<file path="config.mk">
export PLATFORM = sky130hd
export DESIGN_NAME = input_state_tracker_fnv_hash
export DESIGN_NICKNAME = d
export VERILOG_FILES = /design/src/rtl/istfnv_pkg.sv /design/src/rtl/input_state_tracker_fnv_hash.sv
export SDC_FILE = /design/constraint.sdc
export NUM_CORES = 2
export LEC_CHECK = 0
export BUFFER_PORTS_ARGS = -buffer_cell sky130_fd_sc_hd__buf_4
export CORE_ASPECT_RATIO = 0.6
export CORE_UTILIZATION = 65
export CTS_CLUSTER_SIZE = 20
export DETAILED_ROUTE_END_ITERATION = 8
export PLACE_DENSITY = 0.95
export SLEW_MARGIN = 20
export SYNTH_ARGS = -nofsm -noshare
export SYNTH_HDL_FRONTEND = slang
export SYNTH_SLANG_ARGS = --single-unit
</file>
<file path="constraint.sdc">
create_clock -name clock -period 69.5 [get_ports clock]
set_input_delay 10.425 -clock clock [delete_from_list [all_inputs] [get_ports clock]]
set_output_delay 10.425 -clock clock [all_outputs]
set_load 0.05 [all_outputs]
</file>
<file path="src/rtl/istfnv_pkg.sv">
`default_nettype none

package istfnv_pkg;

   typedef struct packed {
      logic [15:0]        schema_version;
      logic [63:0]        tick;
      logic signed [15:0] bank_sample;
      logic signed [15:0] pitch_sample;
      logic               other_axis_invalid;
      logic               fire_held;
      logic               fire_pressed;
      logic               fire_released;
   } req_payload_type;

   typedef struct packed {
      logic [2:0]  error_code;
      logic [63:0] state_hash;
   } rsp_payload_type;

   localparam logic [2:0] ErrOk        = 3'd0;
   localparam logic [2:0] ErrSchema    = 3'd1;
   localparam logic [2:0] ErrTick      = 3'd2;
   localparam logic [2:0] ErrQ15       = 3'd3;
   localparam logic [2:0] ErrOverflow  = 3'd4;

   localparam logic [15:0] SchemaReset  = 16'd1;
   localparam logic [15:0] Q15Invalid   = 16'h8000;
   localparam logic [15:0] RecordVersion = 16'd1;
   localparam logic [31:0] RecordMarker = 32'h5350_4641;

   localparam int RecordBytes = 43;
   localparam int RecordWidth = RecordBytes * 8;
   localparam int CountWidth  = $clog2(RecordBytes);

   localparam logic [63:0] FnvBasis    = 64'hcbf2_9ce4_8422_2325;
   localparam logic [63:0] FnvPrimeLow = 64'h0000_0000_0000_01b3;
   localparam int          FnvPrimeShift = 40;

   // prime is 2^40 + 0x1b3, so the multiply is a shift plus a narrow constant product
   function automatic logic [63:0] fnv_mix(input logic [63:0] h, input logic [7:0] b);
      logic [63:0] x;
      logic [63:0] low;
      x   = h ^ {56'd0, b};
      low = x * FnvPrimeLow;
      return (x << FnvPrimeShift) + low;
   endfunction

endpackage

`default_nettype wire

</file>
<file path="src/rtl/input_state_tracker_fnv_hash.sv">
// a result shows rsp_valid once all record bytes of its accepted request are hashed
// requests are taken only in idle, after the previous hash is done; the byte-serial
//   fnv-1a loop walks the 43 record bytes, one dependent multiply per cycle
// a pending result in the output register stalls only the final hash write
// reset (synchronous, active high) clears tracked state, sets expected_schema to 1
`default_nettype none

module input_state_tracker_fnv_hash
   import istfnv_pkg::*;
(
   input  wire logic            clock,
   input  wire logic            reset,
   input  wire logic            req_valid,
   output logic                 req_ready,
   input  wire req_payload_type req_data,
   output logic                 rsp_valid,
   input  wire logic            rsp_ready,
   output rsp_payload_type      rsp_data,
   input  wire logic            csr_wr_en,
   input  wire logic [15:0]     csr_wr_data
);

   typedef enum logic [1:0] {
      S_IDLE,
      S_HASH,
      S_DONE
   } state_type;

   state_type             state_ff;
   logic [CountWidth-1:0] count_ff;
   logic [63:0]           hash_ff;
   logic [RecordWidth-1:0] record_ff;
   logic [2:0]            err_ff;
   logic                  rsp_valid_ff;
   rsp_payload_type       rsp_data_ff;
   logic [15:0]           expected_schema_ff;

   logic [15:0] bank_intent_ff,     bank_intent_in;
   logic [15:0] pitch_intent_ff,    pitch_intent_in;
   logic        held_flag_ff,       held_flag_in;
   logic [63:0] press_count_ff,     press_count_in;
   logic [63:0] release_count_ff,   release_count_in;
   logic [63:0] completed_steps_ff, completed_steps_in;
   logic [63:0] last_tick_ff,       last_tick_in;

   logic [2:0]             err_in;
   logic [RecordWidth-1:0] record_in;
   logic [63:0]            hash_mixed;
   logic                   accept;
   logic                   slot_free;
   logic                   last_byte;
   logic                   rsp_load;

   assign req_ready  = (state_ff == S_IDLE);
   assign accept     = req_valid && req_ready;
   assign slot_free  = !rsp_valid_ff || rsp_ready;
   assign last_byte  = (count_ff == CountWidth'(RecordBytes - 1));
   assign rsp_load   = slot_free && ((state_ff == S_HASH && last_byte) || state_ff == S_DONE);
   assign hash_mixed = fnv_mix(hash_ff, record_ff[7:0]);
   assign rsp_valid  = rsp_valid_ff;
   assign rsp_data   = rsp_data_ff;

   // frame checks in priority order
   always_comb begin
      priority if (req_data.schema_version != expected_schema_ff) begin
         err_in = ErrSchema;
      end else if (completed_steps_ff != 64'd0 && req_data.tick <= last_tick_ff) begin
         err_in = ErrTick;
      end else if (req_data.bank_sample == Q15Invalid || req_data.pitch_sample == Q15Invalid
                   || req_data.other_axis_invalid) begin
         err_in = ErrQ15;
      end else if (&completed_steps_ff || (req_data.fire_pressed && &press_count_ff)
                   || (req_data.fire_released && &release_count_ff)) begin
         err_in = ErrOverflow;
      end else begin
         err_in = ErrOk;
      end
   end

   always_comb begin
      bank_intent_in     = bank_intent_ff;
      pitch_intent_in    = pitch_intent_ff;
      held_flag_in       = held_flag_ff;
      press_count_in     = press_count_ff;
      release_count_in   = release_count_ff;
      completed_steps_in = completed_steps_ff;
      last_tick_in       = last_tick_ff;
      if (err_in == ErrOk) begin
         bank_intent_in     = req_data.bank_sample;
         pitch_intent_in    = req_data.pitch_sample;
         held_flag_in       = req_data.fire_held;
         press_count_in     = press_count_ff + {63'd0, req_data.fire_pressed};
         release_count_in   = release_count_ff + {63'd0, req_data.fire_released};
         completed_steps_in = completed_steps_ff + 64'd1;
         last_tick_in       = req_data.tick;
      end
   end

   // first record byte sits in the low bits
   assign record_in = {last_tick_in, completed_steps_in, release_count_in, press_count_in,
                       7'd0, held_flag_in, pitch_intent_in, bank_intent_in,
                       RecordVersion, RecordMarker};

   always_ff @(posedge clock) begin
      if (reset) begin
         state_ff           <= S_IDLE;
         count_ff           <= '0;
         rsp_valid_ff       <= 1'b0;
         expected_schema_ff <= SchemaReset;
         bank_intent_ff     <= '0;
         pitch_intent_ff    <= '0;
         held_flag_ff       <= 1'b0;
         press_count_ff     <= '0;
         release_count_ff   <= '0;
         completed_steps_ff <= '0;
         last_tick_ff       <= '0;
      end else begin
         if (csr_wr_en) begin
            expected_schema_ff <= csr_wr_data;
         end
         if (rsp_load) begin
            rsp_valid_ff <= 1'b1;
         end else if (rsp_valid_ff && rsp_ready) begin
            rsp_valid_ff <= 1'b0;
         end
         unique case (state_ff)
            S_IDLE: begin
               if (accept) begin
                  bank_intent_ff     <= bank_intent_in;
                  pitch_intent_ff    <= pitch_intent_in;
                  held_flag_ff       <= held_flag_in;
                  press_count_ff     <= press_count_in;
                  release_count_ff   <= release_count_in;
                  completed_steps_ff <= completed_steps_in;
                  last_tick_ff       <= last_tick_in;
                  err_ff             <= err_in;
                  record_ff          <= record_in;
                  hash_ff            <= FnvBasis;
                  count_ff           <= '0;
                  state_ff           <= S_HASH;
               end
            end
            S_HASH: begin
               record_ff <= record_ff >> 8;
               if (last_byte) begin
                  if (slot_free) begin
                     rsp_data_ff <= '{error_code: err_ff, state_hash: hash_mixed};
                     state_ff    <= S_IDLE;
                  end else begin
                     hash_ff  <= hash_mixed;
                     state_ff <= S_DONE;
                  end
               end else begin
                  hash_ff  <= hash_mixed;
                  count_ff <= count_ff + CountWidth'(1);
               end
            end
            S_DONE: begin
               // output beat still pending, hold the finished hash
               if (slot_free) begin
                  rsp_data_ff <= '{error_code: err_ff, state_hash: hash_ff};
                  state_ff    <= S_IDLE;
               end
            end
            default: begin
               state_ff <= S_IDLE;
            end
         endcase
      end
   end

endmodule

`default_nettype wire

</file>
# ---- Word level (Yosys, flattened, before mapping)
# Index checks and enable logic that the tools add are counted.
dict set report classes {
  add_sub_neg 5
  n_mul 1
  n_lt_le_gt_ge 1
  n_eq_ne 12
  muxes 31
  n_bitwise 2
  reduce_logical 30
}
# cell n
set ops {}
lappend ops {{$pmux 344 s2} 1}
lappend ops {{$mux 64} 7}
lappend ops {{$mux 344} 1}
lappend ops {{$mux 67} 3}
lappend ops {{$reduce_and 64->1} 3}
lappend ops {{$pmux 67 s2} 1}
lappend ops {{$add 64x1->64} 2}
lappend ops {{$pmux 64 s2} 1}
lappend ops {{$add 64x1->64 const B} 1}
lappend ops {{$add 64x64->64} 1}
lappend ops {{$le 64x64->1} 1}
lappend ops {{$mul 64x9->64 const B} 1}
lappend ops {{$reduce_bool 64->1} 1}
lappend ops {{$xor 64x8->64} 1}
lappend ops {{$eq 16x16->1 const B} 2}
lappend ops {{$mux 16} 2}
lappend ops {{$ne 16x16->1} 1}
lappend ops {{$mux 3} 4}
lappend ops {{$mux 6} 2}
lappend ops {{$pmux 6 s2} 1}
lappend ops {{$reduce_and 3->1} 4}
lappend ops {{$mux 2} 4}
lappend ops {{$ne 2x2->1 const B} 4}
lappend ops {{$logic_and 1x1->1} 7}
lappend ops {{17 further kinds} 26}
dict set report totals {
  reg_bits 792
  input_bits 137
}

# ---- Longest topological paths before layout
dict set report depth {
  depth_word 12
  ltp_mapped 22
  mapped_depth_nobuf 21
}

# ---- Worst setup path before layout
# OpenSTA, ideal clock, no wires.
dict set report synth_timing {
  kind {input port to flip-flop}
  from {input reset}
  to {register hash_ff[0], enable pin}
  setup_time_ps 428
  arrival_time_ps 37174
  setup_slack_ps 31898
  cell_stages 3
  path_cell_list {clkbuf_1 > nor3_1 > and2_1}
}
dict set report synth_via {
  elab_chain_cells 2
}
# item line_no
set synth_lines {}
lappend synth_lines {{start: declaration} input_state_tracker_fnv_hash.sv:12} ;# input wire logic reset,
lappend synth_lines {{$not 1->1 (no source line)} -}
lappend synth_lines {{$reduce_and 4->1 (no source line)} -}
lappend synth_lines {{end signal: assignment} input_state_tracker_fnv_hash.sv:138} ;# hash_ff <= FnvBasis;
lappend synth_lines {{end signal: assignment} input_state_tracker_fnv_hash.sv:150} ;# hash_ff <= hash_mixed;
lappend synth_lines {{end signal: assignment} input_state_tracker_fnv_hash.sv:154} ;# hash_ff <= hash_mixed;
lappend synth_lines {{end: declaration} input_state_tracker_fnv_hash.sv:31} ;# logic [63:0] hash_ff;
# Every way passes these cells.
# A chain may end at the register's enable or synchronous reset.

# ---- Worst setup path in the final report
dict set report layout_timing {
  from {input req_data[53] (netlist bit)}
  to {register record_ff[99] (data pin)}
}
dict set report layout_via {
  elab_chain_cells 8
}
# item line_no
set layout_lines {}
lappend layout_lines {{start: declaration} input_state_tracker_fnv_hash.sv:15} ;# input wire req_payload_type req_data,
lappend layout_lines {{$le 64x64->1} input_state_tracker_fnv_hash.sv:67} ;# end else if (completed_steps_ff != 64'd0 && req_data.tick <= last_tick_ff) begin
lappend layout_lines {{$logic_and 1x1->1} input_state_tracker_fnv_hash.sv:67}
lappend layout_lines {{$mux 3} input_state_tracker_fnv_hash.sv:67}
lappend layout_lines {{$mux 3} input_state_tracker_fnv_hash.sv:65} ;# priority if (req_data.schema_version != expected_schema_ff) begin
lappend layout_lines {{$logic_not 3->1} input_state_tracker_fnv_hash.sv:88} ;# if (err_in == ErrOk) begin
lappend layout_lines {{$mux 64} input_state_tracker_fnv_hash.sv:88}
lappend layout_lines {{$mux 344} input_state_tracker_fnv_hash.sv:128} ;# if (accept) begin
lappend layout_lines {{$pmux 344 s2} input_state_tracker_fnv_hash.sv:126} ;# unique case (state_ff)
lappend layout_lines {{end signal: assignment} input_state_tracker_fnv_hash.sv:137} ;# record_ff <= record_in;
lappend layout_lines {{end signal: assignment} input_state_tracker_fnv_hash.sv:144} ;# record_ff <= record_ff >> 8;
lappend layout_lines {{end: declaration} input_state_tracker_fnv_hash.sv:32} ;# logic [RecordWidth-1:0] record_ff;
# Every way passes these cells. The select of a mux whose other input is x is not followed.

==> results.py <==
metrics = {
    "critical_path": {
        "crit_path_end": "record_ff[99]",
        "cp_top_family": "compound AO/OA/AOI/OAI gates",
        "worst_path_most_repeated_cell": "buf_4",
        "timing.rr.end": "rsp_data[51]",
        "worstReg2RegStart": "record_ff[2]",
        "crit_chain": "buf_4, ha_1, a21o_1, a21o_1, a21oi_1, o21ai_0, a21oi_1, o21ai_0, nand4_1, a211oi_4, buf_4, buf_4, a31o_2, a31oi_1",
        "crit_type": "input pin to flop",
        "crit_path_start_kind": "input pin",
        "critPathBufInv": 3,
        "ff2ff_setup_slack_ns": 61.52,
        "reg2regPathDepth": 20,
        "crit_start": "req_data[53]",
        "cpMaxStageDelayCell": "a211oi_4",
        "crit_arrival_ns": 15.83,
        "end_kind": "flop",
        "required_ns": 69.89,
        "cp_max_fo": 78,
        "max_stage_delay_ns": 1.08,
        "path_depth": 14,
    },
    "yosys": {
        "synth_area_um2": 51200,
        "ys.warnings.count": 0,
        "netlist_instances": 5650,
        "synth_top_area_share_pct": 28.0,
        "avgSynthCellArea_um2": 9.06,
        "ys.flop_type": "edfxtp_1",
        "synth_nets": 6265,
        "async_flop_share_pct": 0,
        "seq_area_frac_synth_pct": 40.3,
        "synth-seq-cells": 792,
        "yosysUniqueCellTypes": 86,
        "synth.largest_area_cell": "edfxtp_1",
        "synth_edf_count": 478,
        "ys_top_cells_by_area": "edfxtp_1 (28%), dfxtp_1 (12%), fa_1 (8.2%), ha_1 (6.6%), nand2_1 (5.2%)",
    },
    "detailed_routing": {
        "ant_nets": 0,
        "route.detailed.drc": 6,
        "wl_per_cell_um": 22.6,
        "routed_wirelength_mm": 153,
        "drt_iter0_markers": 7603,
        "post_drt_via_cell_ratio": 6.69,
        "drt_pass1_iterations": 9,
        "vias": 45300,
    },
    "clock_tree": {
        "cts_buffer_depth": 3,
        "path_clk_slew_ns": 0.07,
        "worstSkewPairLatency_ns": 0.70,
        "h-tree-depth": 3,
        "clockRootBuffer": "clkbuf_16",
        "cts_setup_buffers": 0,
        "cts_tree": "yes",
        "cts_buffers": 75,
        "cts-hold-fix-buffers": 0,
        "postCtsResizedCells": 0,
        "numClockSinks": 792,
    },
    "placed_design": {
        "gp_congestion": 1.00,
        "hpwl_mm": 106,
        "portBuffers": 205,
    },
    "floorplanning": {
        "start_util_pct": 65.9,
        "ios": 206,
        "die_area_um2": 79900,
        "num_rows": 79,
        "fp.dieW_um": 364,
        "core-area_um2": 77700,
        "die_h_um": 219,
    },
    "run_status": {
        "status": "finished, violations left",
        "violations": "DRC",
    },
    "grt": {
        "gr-usage-met3_pct": 16.1,
        "grt_overflow_total": 0,
        "grtUsageMet2_pct": 52.3,
        "met1_usage_pct": 53.5,
        "grt_max_degree": 179,
        "grt.busiest_layer": "met1",
        "track_usage_pct": 37.9,
        "grt_antenna_before_repair": 16,
        "grt_pass1_vias": 42100,
        "grt_pass1_wl_mm": 236,
    },
    "timing": {
        "finalSetupViolCount": 0,
        "period_needed_ns": 15.43,
        "finClkSkew_ns": 0.0393,
        "finalSetupTns_ns": 0,
        "finalHoldViolCount": 0,
        "tightest_slew_ns": 1.24,
        "slew_viol_final": 0,
        "fin_crit_sh_pct": 22.2,
        "relSlewSlack_pct": 17.3,
        "max_freq_mhz": 64.8,
        "rsz0062_at_grt": "no",
    },
    "job": {
        "cap_violations": 0,
    },
    "cells_and_area": {
        "drive_above_1_share_pct": 7.90,
        "final_nets": 6261,
        "fillers": 5393,
        "final_cell_mix": "nand2_1 (712), inv_1 (547), edfxtp_1 (478), nor2_1 (415), a21oi_1 (377)",
        "synthToLayoutAreaGrowth_pct": 8.48,
        "layout_commonest_cell": "nand2_1",
    },
    "min_path": {
        "hp-class": "flop to flop",
    },
}
[per-stage QoR]
step           cell area (µm²)  util [%]  setup WS, ns  std cells  hold slack, ns
4_1_cts                  55500      71.4         54.35       6758           0.424
3_5_place_dp             53000      68.3         53.67       6621           0.409
5_1_grt                  55500      71.5         53.98       6763           0.438
3_3_place_gp             53000      68.3         53.90       6621           0.406
6_report                 55500      71.5         54.07       6768           0.422
2_1_floorplan            51200         -         31.90       5650           0.400
[synth_stat cells (all sizes together) (21+ instances only)]
cell / instances
nor2: 417
and2: 74
mux2i: 26
nor4: 48
inv: 547
nand2b: 29
a21oi: 379
o31ai: 137
or3: 219
and3: 35
nand2: 713
buf: 84
xnor2: 94
nor2b: 21
nand3: 137
dfxtp: 314
or4: 125
clkbuf: 243
fa: 210
edfxtp: 478
nand4: 102
nor3: 47
o21ai: 308
a21o: 82
or2: 36
xor2: 70
ha: 268
a31oi: 276
[cell families after synthesis]
group           after synthesis  synth area share [%]
simple gates               2031                  19.6
compound gates             1275                  15.0
buf+inv                     874                  6.79
flops                       792                  40.3
fa+ha+maj                   478                  14.8
xor+xnor                    164                  2.81
mux                          36                 0.728
[metal layers]
metal  up-vias  wire [µm]
li1      19900          -
met1     21400      59100
met2      3453      61800
met3       510      26700
met4        16       5110
met5         -        149
[flip-flops by register name, indices dropped and copies added, names as in the netlist]
name / count
bank_intent_ff: 16
hash_ff: 64
record_ff: 344
release_count_ff: 64
count_ff: 6
press_count_ff: 64
state_ff: 2
last_tick_ff: 64
pitch_intent_ff: 16
rsp_data: 67
expected_schema_ff: 16
err_ff: 3
completed_steps_ff: 64
rsp_valid: 1
held_flag_ff: 1
[area by class of cell]
type                    instances  area, µm²  share of cell area [%]
multi-input cells            3984      27200                    49.0
flip-flops and latches        792      20600                    37.2
inverters                     547       2050                    3.70
clock buffers                  97       2020                    3.64
repair buffers                246       1910                    3.43
well taps                    1053       1320                    2.37
clock inverters                40        387                   0.696
diodes                          9       22.5                  0.0406
[how the worst min path moves through the flow]
stage                    from      endpoint  slack, ns  depth (start not counted)
floorplan           err_ff[0]  rsp_data[64]       0.40                          0
global placement    err_ff[0]  rsp_data[64]       0.41                          0
detailed placement  err_ff[2]  rsp_data[66]       0.41                          0
CTS                 err_ff[2]  rsp_data[66]       0.42                          0
global route        err_ff[0]  rsp_data[64]       0.44                          0
finish              err_ff[2]  rsp_data[66]       0.42                          0
Power is left out: the tool's default activity adds up to more than one toggle a clock period on the data nets, which glitch-free logic cannot reach.
